File: config.mk
export PLATFORM = sky130hd
export DESIGN_NAME = rtsm_ram
export DESIGN_NICKNAME = d
export VERILOG_FILES = /design/src/rtsm_ram.sv
export SDC_FILE = /design/constraint.sdc
export NUM_CORES = 1
export LEC_CHECK = 0
export ABC_CLOCK_PERIOD_IN_PS = 3600
export BUFFER_PORTS_ARGS = -buffer_cell sky130_fd_sc_hd__buf_2
export CAP_MARGIN = 30
export CORE_MARGIN = 5
export CORE_UTILIZATION = 50
export CTS_CLUSTER_DIAMETER = 80
export CTS_CLUSTER_SIZE = 10
export DETAILED_ROUTE_END_ITERATION = 16
export PLACE_DENSITY = 0.75
export SLEW_MARGIN = 10
export SYNTH_ARGS = -nofsm -noshare
export SYNTH_HDL_FRONTEND = slang
export SYNTH_SLANG_ARGS = --single-unit
File: constraint.sdc
create_clock -name aclk -period 3.6 [get_ports aclk]
set_input_delay 0 -clock aclk [delete_from_list [all_inputs] [get_ports aclk]]
set_output_delay 0 -clock aclk [all_outputs]
set_load 0.05 [all_outputs]
File: src/rtsm_ram.sv
// ----------------------------------------------------------------------------
// rtsm_ram
// Generic simple dual-port RAM: one write port, one registered read port.
// ----------------------------------------------------------------------------
module rtsm_ram #(
    parameter int WIDTH = 8,
    parameter int DEPTH = 64
) (
    input  logic                     aclk,
    input  logic                     wr_en,
    input  logic [$clog2(DEPTH)-1:0] wr_addr,
    input  logic [WIDTH-1:0]         wr_data,
    input  logic                     rd_en,
    input  logic [$clog2(DEPTH)-1:0] rd_addr,
    output logic [WIDTH-1:0]         rd_data
);

    logic [WIDTH-1:0] mem [DEPTH];

    always_ff @(posedge aclk) begin
        if (wr_en) begin
            mem[wr_addr] <= wr_data;
        end
        if (rd_en) begin
            rd_data <= mem[rd_addr];
        end
    end

endmodule

==> results of run 1 <==
==> path summary, 6_finish.rpt <==
path | end | startpoint | slack [ns] | depth (start not counted)
setup / recovery | rd_data[4] | mem[20][4] | 1.28 | 5
hold / removal | mem[4][6] | wr_data[6] | 0.02 | 1
setup reg to reg | rd_data[4] | mem[20][4] | 1.28 | 5
hold reg to reg | rd_data[1] | mem[34][1] | 0.92 | 4
==> layer usage <==
layer / global-route usage (%) / up-vias / wire length (um)
li1: - / 4050 / -
met1: 28.3 / 5135 / 17200
met2: 31.1 / 536 / 21500
met3: 4.59 / 103 / 4050
met4: 6.80 / 6 / 1380
met5: 0 / - / 41
==> metrics by stage <==
step	instance area, um^2	total power (W)
6_report	22600	0.0122
3_5_place_dp	21000	0.00750
4_1_cts	22600	0.0123
3_3_place_gp	20900	0.00748
5_1_grt	22600	0.0126
2_1_floorplan	20200	0.00724
==> flip-flops by register name, summed over array words and instances (netlist names) <==
name	flops
mem	512
rd_data	8
==> worst register-to-register path, stage by stage, from the launching register on <==
cell and delay [ns]:
edfxtp_1 0.36, mux4_2 0.46, mux2_2 0.30, o221a_2 0.27, nor3_1 0.49, o32ai_1 0.17
==> cells in the final DEF (no fill, tap or decap), drive strengths merged, types with 8 or more instances in the layout <==
cell      n
buf      56
clkbuf   58
edfxtp  520
mux2     13
mux2i    23
mux4    126
nand2    19
nand3    13
nor2     83
nor2b    14
o221ai    8
o22ai     8
==> power groups by stage <==
stage / Combinational (W) / Sequential (W) / Clock, W
final: 0.000652 / 0.00674 / 0.00486
after detailed placement: 0.000644 / 0.00686 / 0
after CTS: 0.000651 / 0.00674 / 0.00492
after global routing: 0.000691 / 0.00674 / 0.00518
after floorplan: 0.000357 / 0.00688 / 0
after global placement: 0.000615 / 0.00686 / 0
==> cells by family (layout without fill, tap and decap cells) <==
logic type             after synthesis  count (layout)
multiplexers                       162             162
other                                0               1
AND/OR/NAND/NOR                    153             153
AO/OA/AOI/OAI                       54              54
flip-flops                         520             520
buffers and inverters               51             124
==> final cells by class <==
class                      instances  area [um^2]
antenna                            1         2.50
tap                              525          657
timing repair buffer              64          544
fill                            2754        17300
clock inverter                     3         41.3
multi-input combinational        369         4320
sequential                       520        15600
clock buffer                      57         1430
==> results.md, run 1 <==
* Leakage Power at 7.01 nW
* GR Overflow Total at 0
* Crit. End Element: register
* Synthesized area at 20200 um^2
* Inserted Clock Buffers at 57
* Clk buf depth at 3
* Gate power share at 5.3%
* Clock transition at path regs at 0.06 ns
* Endpoints failing setup at 0
* Final wirelength at 44200 um
* Avg WL per Cell at 28.7 um
* IO Count at 31
* PwrDens at 542 nW/um^2
* Final setup skew at 0.0190 ns
* H-tree depth at 2
* Vias per inst at 6.39
* Root buffer cell: clkbuf_16
* Crit path largest cell delay at 0.49 ns
* Post_cts resized at 0
* Hold slack at 0.0203 ns
* Fin worst setup slack at 1.28 ns
* Slowest CP cell: nor3_1
* Cell-internal power at 0.00974 W
* Flop pwr share at 55.0%
* EDFF count, synth at 520
* Layout area overhead at 11.6%
* Startpoint types: register
* Setup CP Type: reg -> reg
* Yosys reg bits at 520
* Post-Syn Nets at 963
* Syn_area_per_cell at 21.5 um^2
* Simple logic cell fraction of the synthesized area at 3.37%
* # port buffers at 30
* Cell taking the most area after synthesis: edfxtp_1
* Worst-path cell chain: mux4_2, mux2_2, o221a_2, nor3_1, o32ai_1
* First drt pass iteration count at 9
* Largest family of logic cells by synthesized area: multiplexers
* Die height at 211 um
* Seq/Total Area, Yosys at 77.1%
* DR iter-0 viols at 1318
* CP delay by family, top: multiplexers
* Slew HR at 35.9%
* CTS tree: done
* Fin crit share at 64.5%
* Max Freq at 431 MHz
* Final TNS setup at 0 ns
* Die W at 211 um
* Top-area cell type share of the netlist area at 77.1%
* Worst-margin pin slew at 0.958 ns
* CP bufs+invs at 0
* Hold crit path type: in -> reg
* Syn Inst Count at 940
* Vias in the first global route at 9952
* Final Non-Filler Cells at 1539
* Detailed placement HPWL at 27200 um
* Compound-Gate Fraction of Synth Area at 2.06%
* Mux contribution to synthesized area at 15.9%
* Initial antenna violation count at 4
* Core outline area at 39900 um^2
* Initial core utilization at 50.7%
* Final ANT Viol Nets at 0
* Switching pwr at 0.00251 W
* Synth area leaders: edfxtp_1 77%, mux4_2 14%, nor2_1 1.5%
* Crit path max fanout at 1
* XOR/XNOR Fraction of Synth Area at 0%
* Total track usage at 19.9%
* Synth Area in Adders at 0%
* Hold buffer count at CTS at 6
* RSZ-0062 raised after global routing: false
* Ys Warns at 0
* Final hold violations at 0
* Maximum vdd drop at 0.399 mV
* Postcts setup bufs at 0
* Row Count at 73
* Max-Cap Viols at 0
* Unique cell type count in the Yosys netlist at 39
* Vias after detailed routing at 9830
* Fin crit period at 2.32 ns
* GP Congestion at 0.802
* Final core area utilization at 56.6%
* CP Data Required Time at 3.92 ns
* Largest net degree at the start of global routing at 65
* Outcome: complete, no violations
* Worst skew pair latency at 0.59 ns
* Count leader, synth: edfxtp_1
* First-pass GRT wire length at 65800 um
* DRC violations left at 0
* Switching part of the total at 20.5%
* Worst endpoint data arrival time at 2.64 ns
* Post-synth top cells: 520 x edfxtp_1, 126 x mux4_2, 83 x nor2_1
* Most used flip-flop cell after synthesis: edfxtp_1
* Placed cells at 1469
* Post-synth ARST share at 0%
* Clock share of power at 39.7%
* Nets at 1035
* Die Area at 44600 um^2
* Sink Count at 520
* Share of cells above drive strength 1 at 25.5%
* Final Max Slew Viols at 0
* Worst slack, placed at 0.824 ns
No activity file was read; power rests on OpenSTA's default activity.
==> run 2: changes to the inputs <==
--- a/config.mk
+++ b/config.mk
@@ -5,7 +5,8 @@
 export SDC_FILE = /design/constraint.sdc
 export NUM_CORES = 1
 export LEC_CHECK = 0
-export ABC_CLOCK_PERIOD_IN_PS = 3600
+export ABC_AREA = 1
+export ABC_CLOCK_PERIOD_IN_PS = 2300
 export BUFFER_PORTS_ARGS = -buffer_cell sky130_fd_sc_hd__buf_2
 export CAP_MARGIN = 30
 export CORE_MARGIN = 5
==> constraint.sdc (replaced) <==
create_clock -name aclk -period 2.3 [get_ports aclk]
set_input_delay 0 -clock aclk [delete_from_list [all_inputs] [get_ports aclk]]
set_output_delay 0 -clock aclk [all_outputs]
set_load 0.05 [all_outputs]
==> results.md, run 2 <==
* Core outline area at 42100 um^2 (+5.6%)
* Die Area at 47100 um^2 (+5.5%)
* Worst-margin pin slew at 0.887 ns (-0.0705 ns)
* Final TNS setup at 0 ns (unchanged)
* Count leader, synth: nand2_1
* R2R Setup Slk at 0.39 ns (-0.89 ns)
* GR Overflow Total at 0 (unchanged)
* Regs by FF count: mem (512), rd_data (8)
* Syn_area_per_cell at 11.9 um^2 (-45%)
* # port buffers at 30 (unchanged)
* Die W at 217 um (+2.7%)
* Vias per inst at 5.82 (-8.8%)
* Sink Count at 520 (unchanged)
* Root buffer cell: clkbuf_16
* # diodes at 0 (-1)
* First drt pass iteration count at 8 (-1)
* H-tree depth at 2 (unchanged)
* Nets at 1916 (+85%)
* Placed cells at 2357 (+60%)
* RSZ-0062 raised after global routing: false
* Max Freq at 521 MHz
* Crit path largest cell delay at 0.80 ns (+0.31 ns)
* Yosys reg bits at 520 (unchanged)
* First-pass GRT wire length at 80200 um (+22%)
* Top-area cell type share of the netlist area at 72.9% (-4.2 points)
* Fin crit period at 1.92 ns
* Initial antenna violation count at 3 (-1)
* Clk buf depth at 3 (unchanged)
* CTS tree: done
* Unique cell type count in the Yosys netlist at 15 (-62%)
* Die height at 217 um (+2.7%)
* Detailed placement HPWL at 30700 um (+13%)
* Most common cell after layout, fill and taps aside: nand2_1
* GP Congestion at 0.888 (+11%)
* Avg WL per Cell at 21.6 um (-25%)
* Final wirelength at 52600 um (+19%)
* Largest net degree at the start of global routing at 94 (+45%)
* Hold_sp: wr_data[7]
* Row Count at 75 (+2.7%)
* DR iter-0 viols at 1700 (+29%)
* Endpoints failing setup at 0 (unchanged)
* Clock transition at path regs at 0.05 ns (about the same)
* Fin crit share at 83.5%
* Syn Inst Count at 1805 (+92%)
* Most used flip-flop cell after synthesis: edfxtp_1
* Final Non-Filler Cells at 2432 (+58%)
* Reg-to-reg endpoint: rd_data[6]
* Commonest non-fill, non-tap cells in the layout: 648 x nand2_1, 520 x edfxtp_1, 439 x nand3_1
* Final ANT Viol Nets at 0 (unchanged)
* Cell taking the most area after synthesis: edfxtp_1
* Post_cts resized at 0 (unchanged)
* Share of cells above drive strength 1 at 10.0% (-15 points)
* Most flop-heavy register: mem
* Hold path cells at 1 (unchanged)
* Ys Warns at 0 (unchanged)
* IO Count at 31 (unchanged)
* CP Data Required Time at 2.53 ns (-1.39 ns)
* Inserted Clock Buffers at 57 (unchanged)
* Slowest CP cell: nor2_1
* Outcome: complete, no violations
* Initial core utilization at 50.8% (+0.11 points)
* Crit. End Element: register
* Slew HR at 40.8% (+4.9 points)
* Total track usage at 22.1% (+2.1 points)
* Post-synth top cells: 648 x nand2_1, 520 x edfxtp_1, 439 x nand3_1
* EDFF count, synth at 520 (unchanged)
* PwrDens at 810 nW/um^2 (+50%)
* Leakage Power at 8.75 nW (+25%)
* Crit path max fanout at 9 (+8)
* Startpoint types: input port
* R2R depth at 9 (+4)
* Worst skew pair latency at 0.60 ns (about the same)
* Post-Syn Nets at 1828 (+90%)
* Post-synth ARST share at 0% (unchanged)
* Vias after detailed routing at 14200 (+44%)
* Max-Cap Viols at 0 (unchanged)
* Maximum vdd drop at 0.606 mV (+52%)
* Final hold violations at 0 (unchanged)
* Vias in the first global route at 13800 (+39%)
* Synthesized area at 21400 um^2 (+5.8%)
* Synth area leaders: edfxtp_1 73%, nand2_1 11%, nand3_1 10%
* Seq/Total Area, Yosys at 72.9% (-4.2 points)
* R2r startpoint: mem[51][6]
* Fillers at 3261 (+18%)
* Worst-path cell chain: dlygate4sd3_1, buf_2, nand4_1, nor2_1
* Max reg flops at 512 (unchanged)
* Setup CP Type: in -> reg
* Hold crit path type: in -> reg
* Layout area overhead at 12.1%
* Final setup skew at 0.0250 ns (+0.00598 ns)
* Worst endpoint data arrival time at 2.15 ns (-0.49 ns)
* Final Max Slew Viols at 0 (unchanged)
* Worst Hold Endpoint: mem[52][7]
* DRC violations left at 0 (unchanged)
[run 2: cell count changes in the layout (fill, tap and decap cells not counted), moves of 8 or more]
cell      delta
mux4_2     -126
nor2b_1     -14
mux2_2      -13
inv_1        +9
nand3_1    +426
mux2i_1     -23
nand2_1    +629
buf_4       +59
o22ai_1      -8
buf_12      +11
o221ai_1     -8
nor2_1      -27
[run 2: cells by family after synthesis]
| logic type | share of synthesized area, % |
|---|---|
| buffers and inverters | 4.01 |
| and+or+nand+nor | 23.1 |
| DFF | 72.9 |
[run 2: cell type report]
| class | count | area (um^2) | share of cell area [%] |
|---|---|---|---|
| clock buffers | 57 | 1430 | 5.94 |
| clock inverters | 2 | 17.5 | 0.0730 |
| inverters | 12 | 52.6 | 0.219 |
| multi-input cells | 1160 | 4950 | 20.6 |
| flip-flops and latches | 520 | 15600 | 65.0 |
| well taps | 539 | 674 | 2.81 |
| repair buffers | 142 | 1280 | 5.33 |
[run 2: repair_timing]
item                                   CTS  global route
hold buffers                            12             2
endpoints found under the hold margin  242            23
buffers inserted                         0             0
[run 2: per-stage QoR]
| step | util, % | setup WS [ns] | area (um^2) | hold WS [ns] | total power, W |
|---|---|---|---|---|---|
| floorplan | - | 0.534 | 21400 | 0.0989 | 0.0115 |
| global placement | 53.1 | 0.396 | 22400 | 0.385 | 0.0120 |
| detailed placement | 53.1 | 0.349 | 22400 | 0.396 | 0.0120 |
| CTS | 56.8 | 0.416 | 23900 | 0.0683 | 0.0195 |
| global route | 57.0 | 0.281 | 24000 | 0.115 | 0.0200 |
| finish | 57.0 | 0.380 | 24000 | 0.0981 | 0.0195 |
[run 2: report_power, final]
part / internal (W) / switching, W / total [W]
clock: 0.00432 / 0.00326 / 0.00758
combinational: 0.000355 / 0.000973 / 0.00133
sequential: 0.0105 / 0.0000301 / 0.0105
total: 0.0152 / 0.00427 / 0.0195
[run 2: critical path: cells and delay by family]
kind	cells	cell delay (ns)
and+or+nand+nor	2	1.39
buffers and inverters	2	0.74
[run 2: worst max-delay path by stage]
stage	from	to	slack (ns)	cells past startpoint
finish	wr_addr[0]	mem[47][0]	0.38	4
global placement	wr_en	mem[47][1]	0.40	3
detailed placement	wr_addr[0]	mem[47][1]	0.35	3
CTS	wr_addr[0]	mem[47][1]	0.42	4
global route	mem[51][6]	rd_data[6]	0.28	9
floorplan	wr_en	mem[48][0]	0.53	3
[run 2: routing by layer]
| layer | up-vias | routed length [um] | global-route usage, % |
|---|---|---|---|
| met5 | - | 27 | 0 |
| met4 | 4 | 1700 | 7.98 |
| met3 | 110 | 5730 | 5.93 |
| met2 | 766 | 24400 | 34.4 |
| met1 | 6796 | 20800 | 30.2 |
| li1 | 6487 | - | - |
==> run 3: changes to the inputs <==
--- a/config.mk
+++ b/config.mk
@@ -6,7 +6,7 @@
 export NUM_CORES = 1
 export LEC_CHECK = 0
 export ABC_AREA = 1
-export ABC_CLOCK_PERIOD_IN_PS = 2300
+export ABC_CLOCK_PERIOD_IN_PS = 1850
 export BUFFER_PORTS_ARGS = -buffer_cell sky130_fd_sc_hd__buf_2
 export CAP_MARGIN = 30
 export CORE_MARGIN = 5
==> constraint.sdc (replaced) <==
create_clock -name aclk -period 1.85 [get_ports aclk]
set_input_delay 0 -clock aclk [delete_from_list [all_inputs] [get_ports aclk]]
set_output_delay 0 -clock aclk [all_outputs]
set_load 0.05 [all_outputs]
==> results.md, run 3 (same netlist as run 2, synthesis figures left out) <==
* Crit path max fanout at 1 (-8)
* Worst endpoint data arrival time at 1.92 ns (-0.23 ns)
* GR Overflow Total at 0 (unchanged)
* Initial antenna violation count at 6 (+3)
* Max reg flops at 512 (unchanged)
* Crit path largest cell delay at 0.37 ns (-0.43 ns)
* Worst Setup EP: rd_data[7]
* Avg WL per Cell at 21.6 um (about the same)
* Final Non-Filler Cells at 2444 (+0.49%)
* Fin crit share at 86.0%
* Outcome: complete, no violations
* Final wirelength at 52900 um (+0.49%)
* Regs by FF count: mem (512), rd_data (8)
* IO Count at 31 (unchanged)
* Nets at 1926 (+0.52%)
* Inserted Clock Buffers at 57 (unchanged)
* Hold slack at 0.0767 ns (-0.0215 ns)
* Share of cells above drive strength 1 at 10.9% (+0.83 points)
* DR iter-0 viols at 2181 (+28%)
* Leakage Power at 8.83 nW (+0.86%)
* Vias after detailed routing at 14400 (+2.0%)
* Reg-to-reg endpoint: rd_data[7]
* CP Data Required Time at 2.18 ns (-0.35 ns)
* Hold crit path type: in -> reg
* Fin crit period at 1.59 ns
* Detailed placement HPWL at 31100 um (+1.4%)
* Final Max Slew Viols at 0 (unchanged)
* H-tree depth at 2 (unchanged)
* Slew HR at 39.4% (-1.4 points)
* PwrDens at 1010 nW/um^2 (+25%)
* Setup CP Type: reg -> reg
* R2R depth at 8 (-1)
* Clock transition at path regs at 0.05 ns (about the same)
* Worst skew pair latency at 0.59 ns (about the same)
* Sink Count at 520 (unchanged)
* Die Area at 47100 um^2 (unchanged)
* Startpoint types: register
* CP startpoint: mem[52][7]
* Final ANT Viol Nets at 0 (unchanged)
* DRC violations left at 0 (unchanged)
* R2r startpoint: mem[52][7]
* Die W at 217 um (unchanged)
* # port buffers at 30 (unchanged)
* Placed cells at 2375 (+0.76%)
* Grt peak-use layer: met2
* Endpoints failing setup at 0 (unchanged)
* Vias in the first global route at 14200 (+2.5%)
* Root buffer cell: clkbuf_16
* Layout area overhead at 12.6%
* Area of the multi-input gates at 4950 um^2 (unchanged)
* Die height at 217 um (unchanged)
* RSZ-0062 raised after global routing: false
* GRT met2 Usage at 35.4% (+1.0 points)
* Global-route met1 utilization at 30.1% (-0.10 points)
* Total track usage at 22.2% (+0.15 points)
* First-pass GRT wire length at 81300 um (+1.4%)
* Most common cell after layout, fill and taps aside: nand2_1
* Core outline area at 42100 um^2 (unchanged)
* Row Count at 75 (unchanged)
* Hold path cells at 4 (+3)
* Worst-margin pin slew at 0.910 ns (+0.0225 ns)
* Register area at 15600 um^2 (unchanged)
* Slowest CP cell: edfxtp_1
* Maximum vdd drop at 0.845 mV (+39%)
* Max Freq at 629 MHz
* Vias per inst at 5.91 (+1.5%)
* Final TNS setup at 0 ns (unchanged)
* R2R Setup Slk at 0.26 ns (-0.13 ns)
* GP Congestion at 0.877 (-1.2%)
* Final hold violations at 0 (unchanged)
* Max-Cap Viols at 0 (unchanged)
* First drt pass iteration count at 6 (-2)
* Final setup skew at 0.0219 ns (-0.00312 ns)
* Largest net degree at the start of global routing at 65 (-31%)
* Commonest non-fill, non-tap cells in the layout: 648 x nand2_1, 520 x edfxtp_1, 439 x nand3_1
* Initial core utilization at 50.8% (unchanged)
* Most flop-heavy register: mem
* GR Layer Usage met3 at 5.52% (-0.42 points)
* Crit. End Element: register
* Clk buf depth at 3 (unchanged)
* CTS tree: done
* Fillers at 3243 (-0.55%)
* Worst-path cell chain: nand2_1, nand3_1, nand3_1, nand2_1, nand2_1, nand3_1, nand3_1, nand2_1
[run 3: changes by cell type in the layout (fill, tap and decap cells not counted), sizes merged]
cell,change
buf,+16
inv,-1
diode,+1
clkbuf,+2
dlygate4sd3,-6
[run 3: repair_timing]
| action | CTS | global route |
|---|---|---|
| hold endpoints to repair | 201 | 0 |
| buffers inserted | 0 | 0 |
| hold buffers | 8 | 0 |
| resized for setup | 0 | 0 |
[run 3: critical path: cells and delay by family (launching register included)]
kind | cells | cell delay, ns
simple gates | 8 | 0.96
flops | 1 | 0.37
[run 3: worst min-delay path by stage]
stage | to | startpoint
floorplan | mem[0][0] | wr_data[0]
global placement | rd_data[3] | rd_en
detailed placement | rd_data[3] | rd_en
CTS | rd_data[2] | rd_addr[4]
global route | mem[52][0] | wr_addr[0]
finish | rd_data[6] | rd_addr[4]
[run 3: power breakdown]
group	internal, W	switching, W
clock	0.00554	0.00406
sequential	0.0131	0.0000357
combinational	0.000445	0.00119
[run 3: final cells by class]
| class | count | area share, % |
|---|---|---|
| sequential | 520 | 64.7 |
| multi-input combinational | 1160 | 20.5 |
| clock buffer | 59 | 6.12 |
| timing repair buffer | 152 | 5.58 |
| tap | 539 | 2.80 |
| inverter | 12 | 0.218 |
| clock inverter | 1 | 0.0363 |
| antenna | 1 | 0.0104 |
[run 3: routing by layer]
layer  part of all wire [%]  vias up
met5                  0.072        -
met4                    3.2        8
met3                     11      151
met2                     48      845
met1                     38     6933
li1                       -     6511
[run 3: metrics by stage]
step | cell area (um^2) | setup slack, ns | total power [W] | util (%)
5_1_grt | 24100 | 0.264 | 0.0251 | 57.2
4_1_cts | 24100 | 0.346 | 0.0244 | 57.2
3_5_place_dp | 22600 | 0.115 | 0.0149 | 53.5
2_1_floorplan | 21400 | 0.0839 | 0.0143 | -
6_report | 24100 | 0.260 | 0.0243 | 57.2
3_3_place_gp | 22600 | 0.134 | 0.0149 | 53.5
